==> config.mk <==
export PLATFORM = sky130hd
export DESIGN_NAME = tlb_page_table_translation
export DESIGN_NICKNAME = d
export VERILOG_FILES = /design/src/rtl/tlbpt_pkg.sv /design/src/rtl/tlbpt_cell.sv /design/src/rtl/tlbpt_ram.sv /design/src/rtl/tlb_page_table_translation.sv
export SDC_FILE = /design/constraint.sdc
export NUM_CORES = 2
export LEC_CHECK = 0
export ABC_AREA = 1
export ABC_CLOCK_PERIOD_IN_PS = 9100
export BUFFER_PORTS_ARGS = -buffer_cell sky130_fd_sc_hd__buf_2
export CAP_MARGIN = 20
export CORE_MARGIN = 8
export CORE_UTILIZATION = 35
export DETAILED_ROUTE_END_ITERATION = 7
export GPL_TIMING_DRIVEN = 0
export PLACE_DENSITY = 0.6
export REMOVE_ABC_BUFFERS = 1
export SETUP_SLACK_MARGIN = 0.3
export SLEW_MARGIN = 20
export SYNTH_ARGS = -nofsm -noshare
export SYNTH_HDL_FRONTEND = slang
export SYNTH_HIERARCHICAL = 1
export SYNTH_SLANG_ARGS = --single-unit
==> constraint.sdc <==
create_clock -name clk -period 9.1 [get_ports clk]
set_input_delay 0.455 -clock clk [delete_from_list [all_inputs] [get_ports clk]]
set_output_delay 0.455 -clock clk [all_outputs]
set_load 0.02 [all_outputs]
==> src/rtl/tlbpt_pkg.sv <==
// Shared types, constants and helpers for the TLB / page-table translation block.
// No dependencies; imported by the top level and the TLB cell.
package tlbpt_pkg;

  localparam int ADDR_W       = 16;
  localparam int FAULT_PAGE_W = 8;
  localparam int TOTAL_W      = 32;

  typedef logic [ADDR_W-1:0]       addr_t;
  typedef logic [FAULT_PAGE_W-1:0] fault_page_t;
  typedef logic [TOTAL_W-1:0]      total_t;

  localparam total_t COUNT_MAX = '1;

  // Sequencer states, one-hot
  typedef enum logic [2:0] {
    ST_CLEAR = 3'b001,
    ST_IDLE  = 3'b010,
    ST_LOOK  = 3'b100
  } state_t;

  // Hold at the top value instead of wrapping
  function automatic total_t sat_inc(input total_t v);
    return (v == COUNT_MAX) ? v : v + total_t'(1);
  endfunction

endpackage

==> src/rtl/tlbpt_cell.sv <==
// One TLB slot: holds a tag, a frame and a valid bit, and passes the match
// result along the lookup chain. Depends on tlbpt_pkg.
module tlbpt_cell #(
  parameter int TAG_W   = 8,
  parameter int FRAME_W = 8
) (
  input  logic               clk,
  input  logic               rst_n,
  input  logic               wr_en,
  input  logic [TAG_W-1:0]   wr_tag,
  input  logic [FRAME_W-1:0] wr_frame,
  input  logic [TAG_W-1:0]   look_tag,
  input  logic               hit_in,
  input  logic [FRAME_W-1:0] frame_in,
  output logic               hit_out,
  output logic [FRAME_W-1:0] frame_out
);
  import tlbpt_pkg::*;

  logic               valid_r;
  logic [TAG_W-1:0]   tag_r;
  logic [FRAME_W-1:0] frame_r;
  logic               match;

  // Clear the valid bit on reset, set it on a refill
  always_ff @(posedge clk) begin
    if (!rst_n) begin
      valid_r <= 1'b0;
    end else if (wr_en) begin
      valid_r <= 1'b1;
    end
  end

  // Load tag and frame on a refill
  always_ff @(posedge clk) begin
    if (wr_en) begin
      tag_r   <= wr_tag;
      frame_r <= wr_frame;
    end
  end

  // Pass an earlier hit through; otherwise offer this slot's frame
  assign match     = valid_r && (tag_r == look_tag);
  assign hit_out   = hit_in || match;
  assign frame_out = (!hit_in && match) ? frame_r : frame_in;

endmodule

==> src/rtl/tlbpt_ram.sv <==
// Generic single-port-write, single-port-read RAM with registered read data.
// No dependencies.
module tlbpt_ram #(
  parameter int WIDTH = 9,
  parameter int DEPTH = 256
) (
  input  logic                     clk,
  input  logic                     wr_en,
  input  logic [$clog2(DEPTH)-1:0] wr_addr,
  input  logic [WIDTH-1:0]         wr_data,
  input  logic                     rd_en,
  input  logic [$clog2(DEPTH)-1:0] rd_addr,
  output logic [WIDTH-1:0]         rd_data
);

  logic [WIDTH-1:0] mem [DEPTH];
  logic [WIDTH-1:0] rd_data_r;

  // Write port
  always_ff @(posedge clk) begin
    if (wr_en) begin
      mem[wr_addr] <= wr_data;
    end
  end

  // Registered read; hold the data between reads
  always_ff @(posedge clk) begin
    if (rd_en) begin
      rd_data_r <= mem[rd_addr];
    end
  end

  assign rd_data = rd_data_r;

endmodule

==> src/rtl/tlb_page_table_translation.sv <==
// Address translation top level: TLB cell row, page-table RAM and sequencer.
// Depends on tlbpt_pkg, tlbpt_cell and tlbpt_ram.
//
//   channel   direction  handshake             payload
//   in_       input      in_valid / in_ready   in_logical_address
//   out_      output     out_valid / out_ready out_phys_addr, out_tlb_hit,
//                                              out_page_fault, out_fault_page,
//                                              out_hit_total, out_fault_total
//
// For each request the accept cycle issues the page-table read, then the
// lookup state searches the TLB row and resolves hit, table hit or fault.
// After reset the page table is swept clear, one entry a cycle, and in_ready
// stays low until the sweep ends.
// A result waits in the output register; a new request is taken meanwhile,
// and it completes once that register has been emptied.
module tlb_page_table_translation #(
  parameter int TLB_ENTRIES = 16,
  parameter int PAGE_COUNT  = 256,
  parameter int FRAME_COUNT = 256,
  parameter int OFFSET_BITS = 8
) (
  input  logic                     clk,
  input  logic                     rst_n,
  input  logic                     in_valid,
  output logic                     in_ready,
  input  tlbpt_pkg::addr_t         in_logical_address,
  output logic                     out_valid,
  input  logic                     out_ready,
  output tlbpt_pkg::addr_t         out_phys_addr,
  output logic                     out_tlb_hit,
  output logic                     out_page_fault,
  output tlbpt_pkg::fault_page_t   out_fault_page,
  output tlbpt_pkg::total_t        out_hit_total,
  output tlbpt_pkg::total_t        out_fault_total
);
  import tlbpt_pkg::*;

  localparam int PAGE_BITS  = $clog2(PAGE_COUNT);
  localparam int FRAME_BITS = $clog2(FRAME_COUNT);
  localparam int TLB_IDX_W  = (TLB_ENTRIES > 1) ? $clog2(TLB_ENTRIES) : 1;
  localparam int VPN_W      = (OFFSET_BITS < ADDR_W) ? (ADDR_W - OFFSET_BITS) : 1;
  localparam int RED_W      = VPN_W + PAGE_BITS + 1;
  localparam int PA_EXT_W   = FRAME_BITS + OFFSET_BITS + ADDR_W;
  localparam int FP_EXT_W   = PAGE_BITS + FAULT_PAGE_W;

  state_t state_r, state_nxt;

  logic [PAGE_BITS-1:0]   clr_idx_r;
  logic [PAGE_BITS-1:0]   page_r;
  logic [OFFSET_BITS-1:0] offset_r;
  logic [FRAME_BITS-1:0]  free_frame_r;
  logic [TLB_IDX_W-1:0]   fifo_ptr_r;
  total_t                 hits_r;
  total_t                 faults_r;

  logic                   out_valid_r;
  addr_t                  out_pa_r;
  logic                   out_hit_r;
  logic                   out_fault_r;
  fault_page_t            out_fpage_r;

  logic                   accept;
  logic                   done;
  logic [ADDR_W+VPN_W-1:0] vpn_shift;
  logic [VPN_W-1:0]       vpn;
  logic [PAGE_BITS-1:0]   page_in;

  logic                   ram_we;
  logic [PAGE_BITS-1:0]   ram_waddr;
  logic [FRAME_BITS:0]    ram_wdata;
  logic [FRAME_BITS:0]    ram_rdata;
  logic                   map_valid;
  logic [FRAME_BITS-1:0]  map_frame;

  logic                   hit_chain   [TLB_ENTRIES+1];
  logic [FRAME_BITS-1:0]  frame_chain [TLB_ENTRIES+1];
  logic                   tlb_hit;
  logic [FRAME_BITS-1:0]  tlb_frame;
  logic                   fault;
  logic [FRAME_BITS-1:0]  frame;
  logic [PA_EXT_W-1:0]    pa_ext;
  logic [FP_EXT_W-1:0]    fp_ext;

  assign accept   = in_valid && in_ready;
  assign in_ready = (state_r == ST_IDLE);

  // Split off the page number
  assign vpn_shift = {{VPN_W{1'b0}}, in_logical_address} >> OFFSET_BITS;
  assign vpn       = vpn_shift[VPN_W-1:0];

  // Fold the page number into the table range
  generate
    if (PAGE_COUNT == (1 << PAGE_BITS)) begin : g_page_mask
      logic [VPN_W+PAGE_BITS-1:0] vpn_ext;
      assign vpn_ext = {{PAGE_BITS{1'b0}}, vpn};
      assign page_in = vpn_ext[PAGE_BITS-1:0];
    end else begin : g_page_reduce
      always_comb begin
        logic [RED_W-1:0] rem;
        rem = {{(PAGE_BITS+1){1'b0}}, vpn};
        for (int k = VPN_W - 1; k >= 0; k--) begin
          if (rem >= (RED_W'(PAGE_COUNT) << k)) begin
            rem = rem - (RED_W'(PAGE_COUNT) << k);
          end
        end
        page_in = rem[PAGE_BITS-1:0];
      end
    end
  endgenerate

  // Page table: valid bit above the frame number
  tlbpt_ram #(
    .WIDTH(FRAME_BITS + 1),
    .DEPTH(PAGE_COUNT)
  ) u_map_ram (
    .clk    (clk),
    .wr_en  (ram_we),
    .wr_addr(ram_waddr),
    .wr_data(ram_wdata),
    .rd_en  (accept),
    .rd_addr(page_in),
    .rd_data(ram_rdata)
  );

  assign map_valid = ram_rdata[FRAME_BITS];
  assign map_frame = ram_rdata[FRAME_BITS-1:0];

  // Sweep clear after reset, then record new mappings on faults
  always_comb begin
    ram_we    = 1'b0;
    ram_waddr = page_r;
    ram_wdata = {1'b1, free_frame_r};
    if (state_r == ST_CLEAR) begin
      ram_we    = 1'b1;
      ram_waddr = clr_idx_r;
      ram_wdata = '0;
    end else if (done && fault) begin
      ram_we    = 1'b1;
    end
  end

  // TLB cell row; slot 0 leads so the lowest matching slot wins
  assign hit_chain[0]   = 1'b0;
  assign frame_chain[0] = '0;

  generate
    for (genvar i = 0; i < TLB_ENTRIES; i++) begin : g_cell
      logic cell_we;
      assign cell_we = done && fault && (fifo_ptr_r == TLB_IDX_W'(i));
      tlbpt_cell #(
        .TAG_W  (PAGE_BITS),
        .FRAME_W(FRAME_BITS)
      ) u_cell (
        .clk      (clk),
        .rst_n    (rst_n),
        .wr_en    (cell_we),
        .wr_tag   (page_r),
        .wr_frame (free_frame_r),
        .look_tag (page_r),
        .hit_in   (hit_chain[i]),
        .frame_in (frame_chain[i]),
        .hit_out  (hit_chain[i+1]),
        .frame_out(frame_chain[i+1])
      );
    end
  endgenerate

  assign tlb_hit   = hit_chain[TLB_ENTRIES];
  assign tlb_frame = frame_chain[TLB_ENTRIES];

  // Resolve the translation
  assign fault = !tlb_hit && !map_valid;
  assign frame = tlb_hit ? tlb_frame : (map_valid ? map_frame : free_frame_r);
  assign done  = (state_r == ST_LOOK) && (!out_valid_r || out_ready);

  assign pa_ext = {{ADDR_W{1'b0}}, frame, offset_r};
  assign fp_ext = {{FAULT_PAGE_W{1'b0}}, page_r};

  // Sequencer
  always_comb begin
    state_nxt = state_r;
    case (state_r)
      ST_CLEAR: begin
        if (clr_idx_r == PAGE_BITS'(PAGE_COUNT - 1)) begin
          state_nxt = ST_IDLE;
        end
      end
      ST_IDLE: begin
        if (accept) begin
          state_nxt = ST_LOOK;
        end
      end
      ST_LOOK: begin
        if (done) begin
          state_nxt = ST_IDLE;
        end
      end
      default: state_nxt = ST_CLEAR;
    endcase
  end

  // Control state: sequencer, sweep index, allocators, counters, output valid
  always_ff @(posedge clk) begin
    if (!rst_n) begin
      state_r      <= ST_CLEAR;
      clr_idx_r    <= '0;
      free_frame_r <= '0;
      fifo_ptr_r   <= '0;
      hits_r       <= '0;
      faults_r     <= '0;
      out_valid_r  <= 1'b0;
    end else begin
      state_r <= state_nxt;
      if (state_r == ST_CLEAR) begin
        clr_idx_r <= clr_idx_r + PAGE_BITS'(1);
      end
      if (done) begin
        out_valid_r <= 1'b1;
      end else if (out_ready) begin
        out_valid_r <= 1'b0;
      end
      if (done && tlb_hit) begin
        hits_r <= sat_inc(hits_r);
      end
      if (done && fault) begin
        faults_r <= sat_inc(faults_r);
        free_frame_r <= (free_frame_r == FRAME_BITS'(FRAME_COUNT - 1)) ?
                        '0 : free_frame_r + FRAME_BITS'(1);
        fifo_ptr_r   <= (fifo_ptr_r == TLB_IDX_W'(TLB_ENTRIES - 1)) ?
                        '0 : fifo_ptr_r + TLB_IDX_W'(1);
      end
    end
  end

  // Hold the accepted request
  always_ff @(posedge clk) begin
    if (accept) begin
      page_r   <= page_in;
      offset_r <= in_logical_address[OFFSET_BITS-1:0];
    end
  end

  // Load the result register
  always_ff @(posedge clk) begin
    if (done) begin
      out_pa_r    <= pa_ext[ADDR_W-1:0];
      out_hit_r   <= tlb_hit;
      out_fault_r <= fault;
      out_fpage_r <= fault ? fp_ext[FAULT_PAGE_W-1:0] : '0;
    end
  end

  assign out_valid            = out_valid_r;
  assign out_phys_addr        = out_pa_r;
  assign out_tlb_hit          = out_hit_r;
  assign out_page_fault       = out_fault_r;
  assign out_fault_page       = out_fpage_r;
  assign out_hit_total        = hits_r;
  assign out_fault_total      = faults_r;

endmodule
==> results by group <==
Outcome
  • Outcome: finished, final reports clean

Power
  • Leakage Power: 47.6 nW
  • Pwr dens: 198 nW/µm²
  • VDD IR max: 0.000141 V

Yosys
  • Post-synth top area cell: edfxtp_1
  • Most frequently used flop master after synthesis: edfxtp_1
  • Post-Syn Area: 114000 µm²
  • Flop and latch count out of synthesis: 2715
  • Mapped Avg Cell Area: 11.2 µm²
  • Synth cell types: 39
  • Sequential fraction of the synthesis area: 70.9%
  • Synth cell count leaders: nand2_1 (3130), edfxtp_1 (2611), nand3_1 (2369), nor2_1 (562), buf_2 (333)
  • Mapped Cells: 10108
  • Number of synthesis warnings: 6
  • Post-synth top area share: 69.1%
  • EDFF count, synth: 2611
  • Top cells by area, synth: edfxtp_1 (69%), nand3_1 (10%), nand2_1 (10%)
  • Most common cell in the netlist: nand2_1
  • Asr flop ratio synth: 0%

STA
  • Final worst path period need: 8.21 ns
  • Skew final: 0.0725 ns
  • Setup violations, final: 0
  • Worst-margin pin slew: 1.16 ns
  • Period Utilization, post-route: 90.2%
  • Max Clock Freq: 0.122 GHz
  • Max-slew violation count: 0
  • RSZ-0062 raised after global routing: true
  • Setup TNS: 0 ns
  • Relative slew slack: 22.4%
  • Count of final hold-check violations: 0

Routing
  • Initial drt markers: 8222
  • Via-per-instance ratio: 5.18
  • DRC Markers: 0
  • Avg WL per Cell: 20.4 µm
  • Drt total wl: 299 mm
  • Via count: 75998
  • Pre-Repair DR Iteration Count: 6
  • DRT antenna net count: 0

Critical path
  • CP Max Fanout: 13
  • CP arrival: 8.74 ns
  • Slowest stage delay, CP: 0.38 ns
  • Startpoint types: register
  • Crit path kind: reg -> reg
  • CP endpoint kind: register
  • Crit path top cell by count: nand2_1
  • R2R setup slack: 0.89 ns
  • Worst EP required: 9.63 ns
  • Critical path's slowest cell: edfxtp_1

Layout
  • Final instance area: 130000 µm²
  • Layout area overhead: 14.6%
  • Fin cells: 14674
  • Share of layout cells above drive strength 1: 8.79%
  • # fillers: 30063
  • Layout net count: 10161

Global route
  • GR Overflow Total: 0
  • First-pass GRT wire length: 446 mm
  • Antenna violations before repair: 12
  • Vias in the first global route: 71945
  • GRT Total Usage: 16.7%
  • Largest net degree at the start of global routing: 206

Placement
  • Placed insts: 14145
  • DP Wirelength: 186 mm
  • GP Congestion: 0.848
  • Post-DP Area: 121000 µm²
  • Port-buffer cells: 111

Floorplan
  • CORE AREA: 323000 µm²
  • Io pins: 112
  • Initial Util: 35.1%
  • FP Rows: 209
  • Die W: 585 µm
  • DIE AREA: 343000 µm²
  • Die Y: 585 µm

Clock network
  • CTS sink count: 2715
  • Clock buffer count from CTS: 286
  • Root Buffer: clkbuf_16
  • H-tree Lvls: 5
  • CTS max path bufs: 4
  • Worst-path clk slew: 0.06 ns
  • TritonCTS clock tree: yes
  • Worst skew pair latency: 0.87 ns

Worst hold path
  • Min-delay worst type: in -> reg

Job
  • Max Cap Viol: 0
==> cell type report <==
type	count	area, µm²	share of cell area, %
Antenna cell	6	15.0	0.0115
Clock buffer	362	7620	5.86
Clock inverter	136	1250	0.961
Inverter	303	1230	0.944
Multi-Input combinational cell	6537	29600	22.7
Sequential cell	2715	80500	61.9
Tap cell	4325	5410	4.16
Timing Repair Buffer	290	4510	3.47
==> kinds of logic (layout without fill, tap and decap cells) <==
family	Yosys count	after routing	share of synthesized area, %
AND/OR/NAND/NOR	6374	6376	24.8
flip-flops	2715	2715	70.9
buffers and inverters	866	1091	3.49
AO/OA/AOI/OAI	122	122	0.591
XOR/XNOR	22	22	0.170
adder cells (fa/ha/maj)	8	8	0.0882
other	1	15	0.00330
==> where the power goes <==
| group | switching, mW | internal (mW) |
|---|---|---|
| clock | 4.70 | 6.45 |
| sequential | 0.00409 | 13.5 |
| combinational | 0.813 | 0.294 |
==> critical path, delay by kind of cell (launching register included) <==
kind / cells / cell delay [ns]
flip-flops: 1 / 0.38
buffers and inverters: 20 / 3.61
AND/OR/NAND/NOR: 27 / 3.84
==> timing repair <==
action	in CTS	in global routing
gates resized for setup	48	25
hold buffers	12	0
endpoints found under the hold margin	31	0
gates cloned	1	1
endpoints found under the setup margin	2670	2619
pin swaps	2	2
buffers inserted	5	5
==> per-stage QoR <==
step	setup WS, ns	utilization (%)	total power [mW]	hold WS, ns
6_report	0.892	40.2	25.8	0.149
4_1_cts	0.404	40.2	26.0	0.107
2_1_floorplan	-3.16	-	14.4	0.400
3_3_place_gp	-61.72	36.1	14.9	0.403
5_1_grt	0.273	40.2	26.5	0.133
3_5_place_dp	-2.81	37.3	14.8	0.405
==> flip-flops by register name, summed over array words and instances (netlist names), 3 cells and up <==
name / cells
out_phys_addr: 16
g_cell.u_cell/frame_r: 128
offset_r: 8
page_r: 8
g_cell.u_cell/tag_r: 128
u_map_ram/mem: 2304
out_hit_total: 32
clr_idx_r: 8
u_map_ram/rd_data: 9
out_fault_total: 32
fifo_ptr_r: 4
out_fault_page: 8
free_frame_r: 8
state_r: 3
g_cell.u_cell/valid_r: 16
==> cells in the final DEF (no fill, tap or decap), types with 77 or more instances in the layout <==
cell type  Yosys  layout
buf_2        333     104
clkbuf_16      0     292
nand3_1     2369    2366
a21oi_1       77      77
edfxtp_1    2611    2611
buf_16         0      87
dfxtp_1      104     100
nand4_1      151     151
inv_1        276     274
nor2_1       562     520
nand2_1     3130    3111
==> worst paths after layout <==
path                               start                              end  cells past startpoint
hold / removal    in_logical_address[14]              page_r[6]$_DFFE_PP_                      1
setup reg to reg     page_r[7]$_DFFE_PP_  u_map_ram/mem[252][6]$_DFFE_PP_                     47
hold reg to reg    offset_r[7]$_DFFE_PP_       out_phys_addr[7]$_DFFE_PP_                      0
setup / recovery     page_r[7]$_DFFE_PP_  u_map_ram/mem[252][6]$_DFFE_PP_                     47
==> layer usage <==
metal	part of all wire, %	wire length, µm	global-route usage [%]	vias to the layer above
li1	-	-	-	35421
met1	42	124000	22.8	37029
met2	47	140000	27.0	3054
met3	8.5	25300	3.01	494
met4	3.2	9620	5.55	0
met5	0	0	0	-
Note: power is estimated with default switching activity, not from simulation.
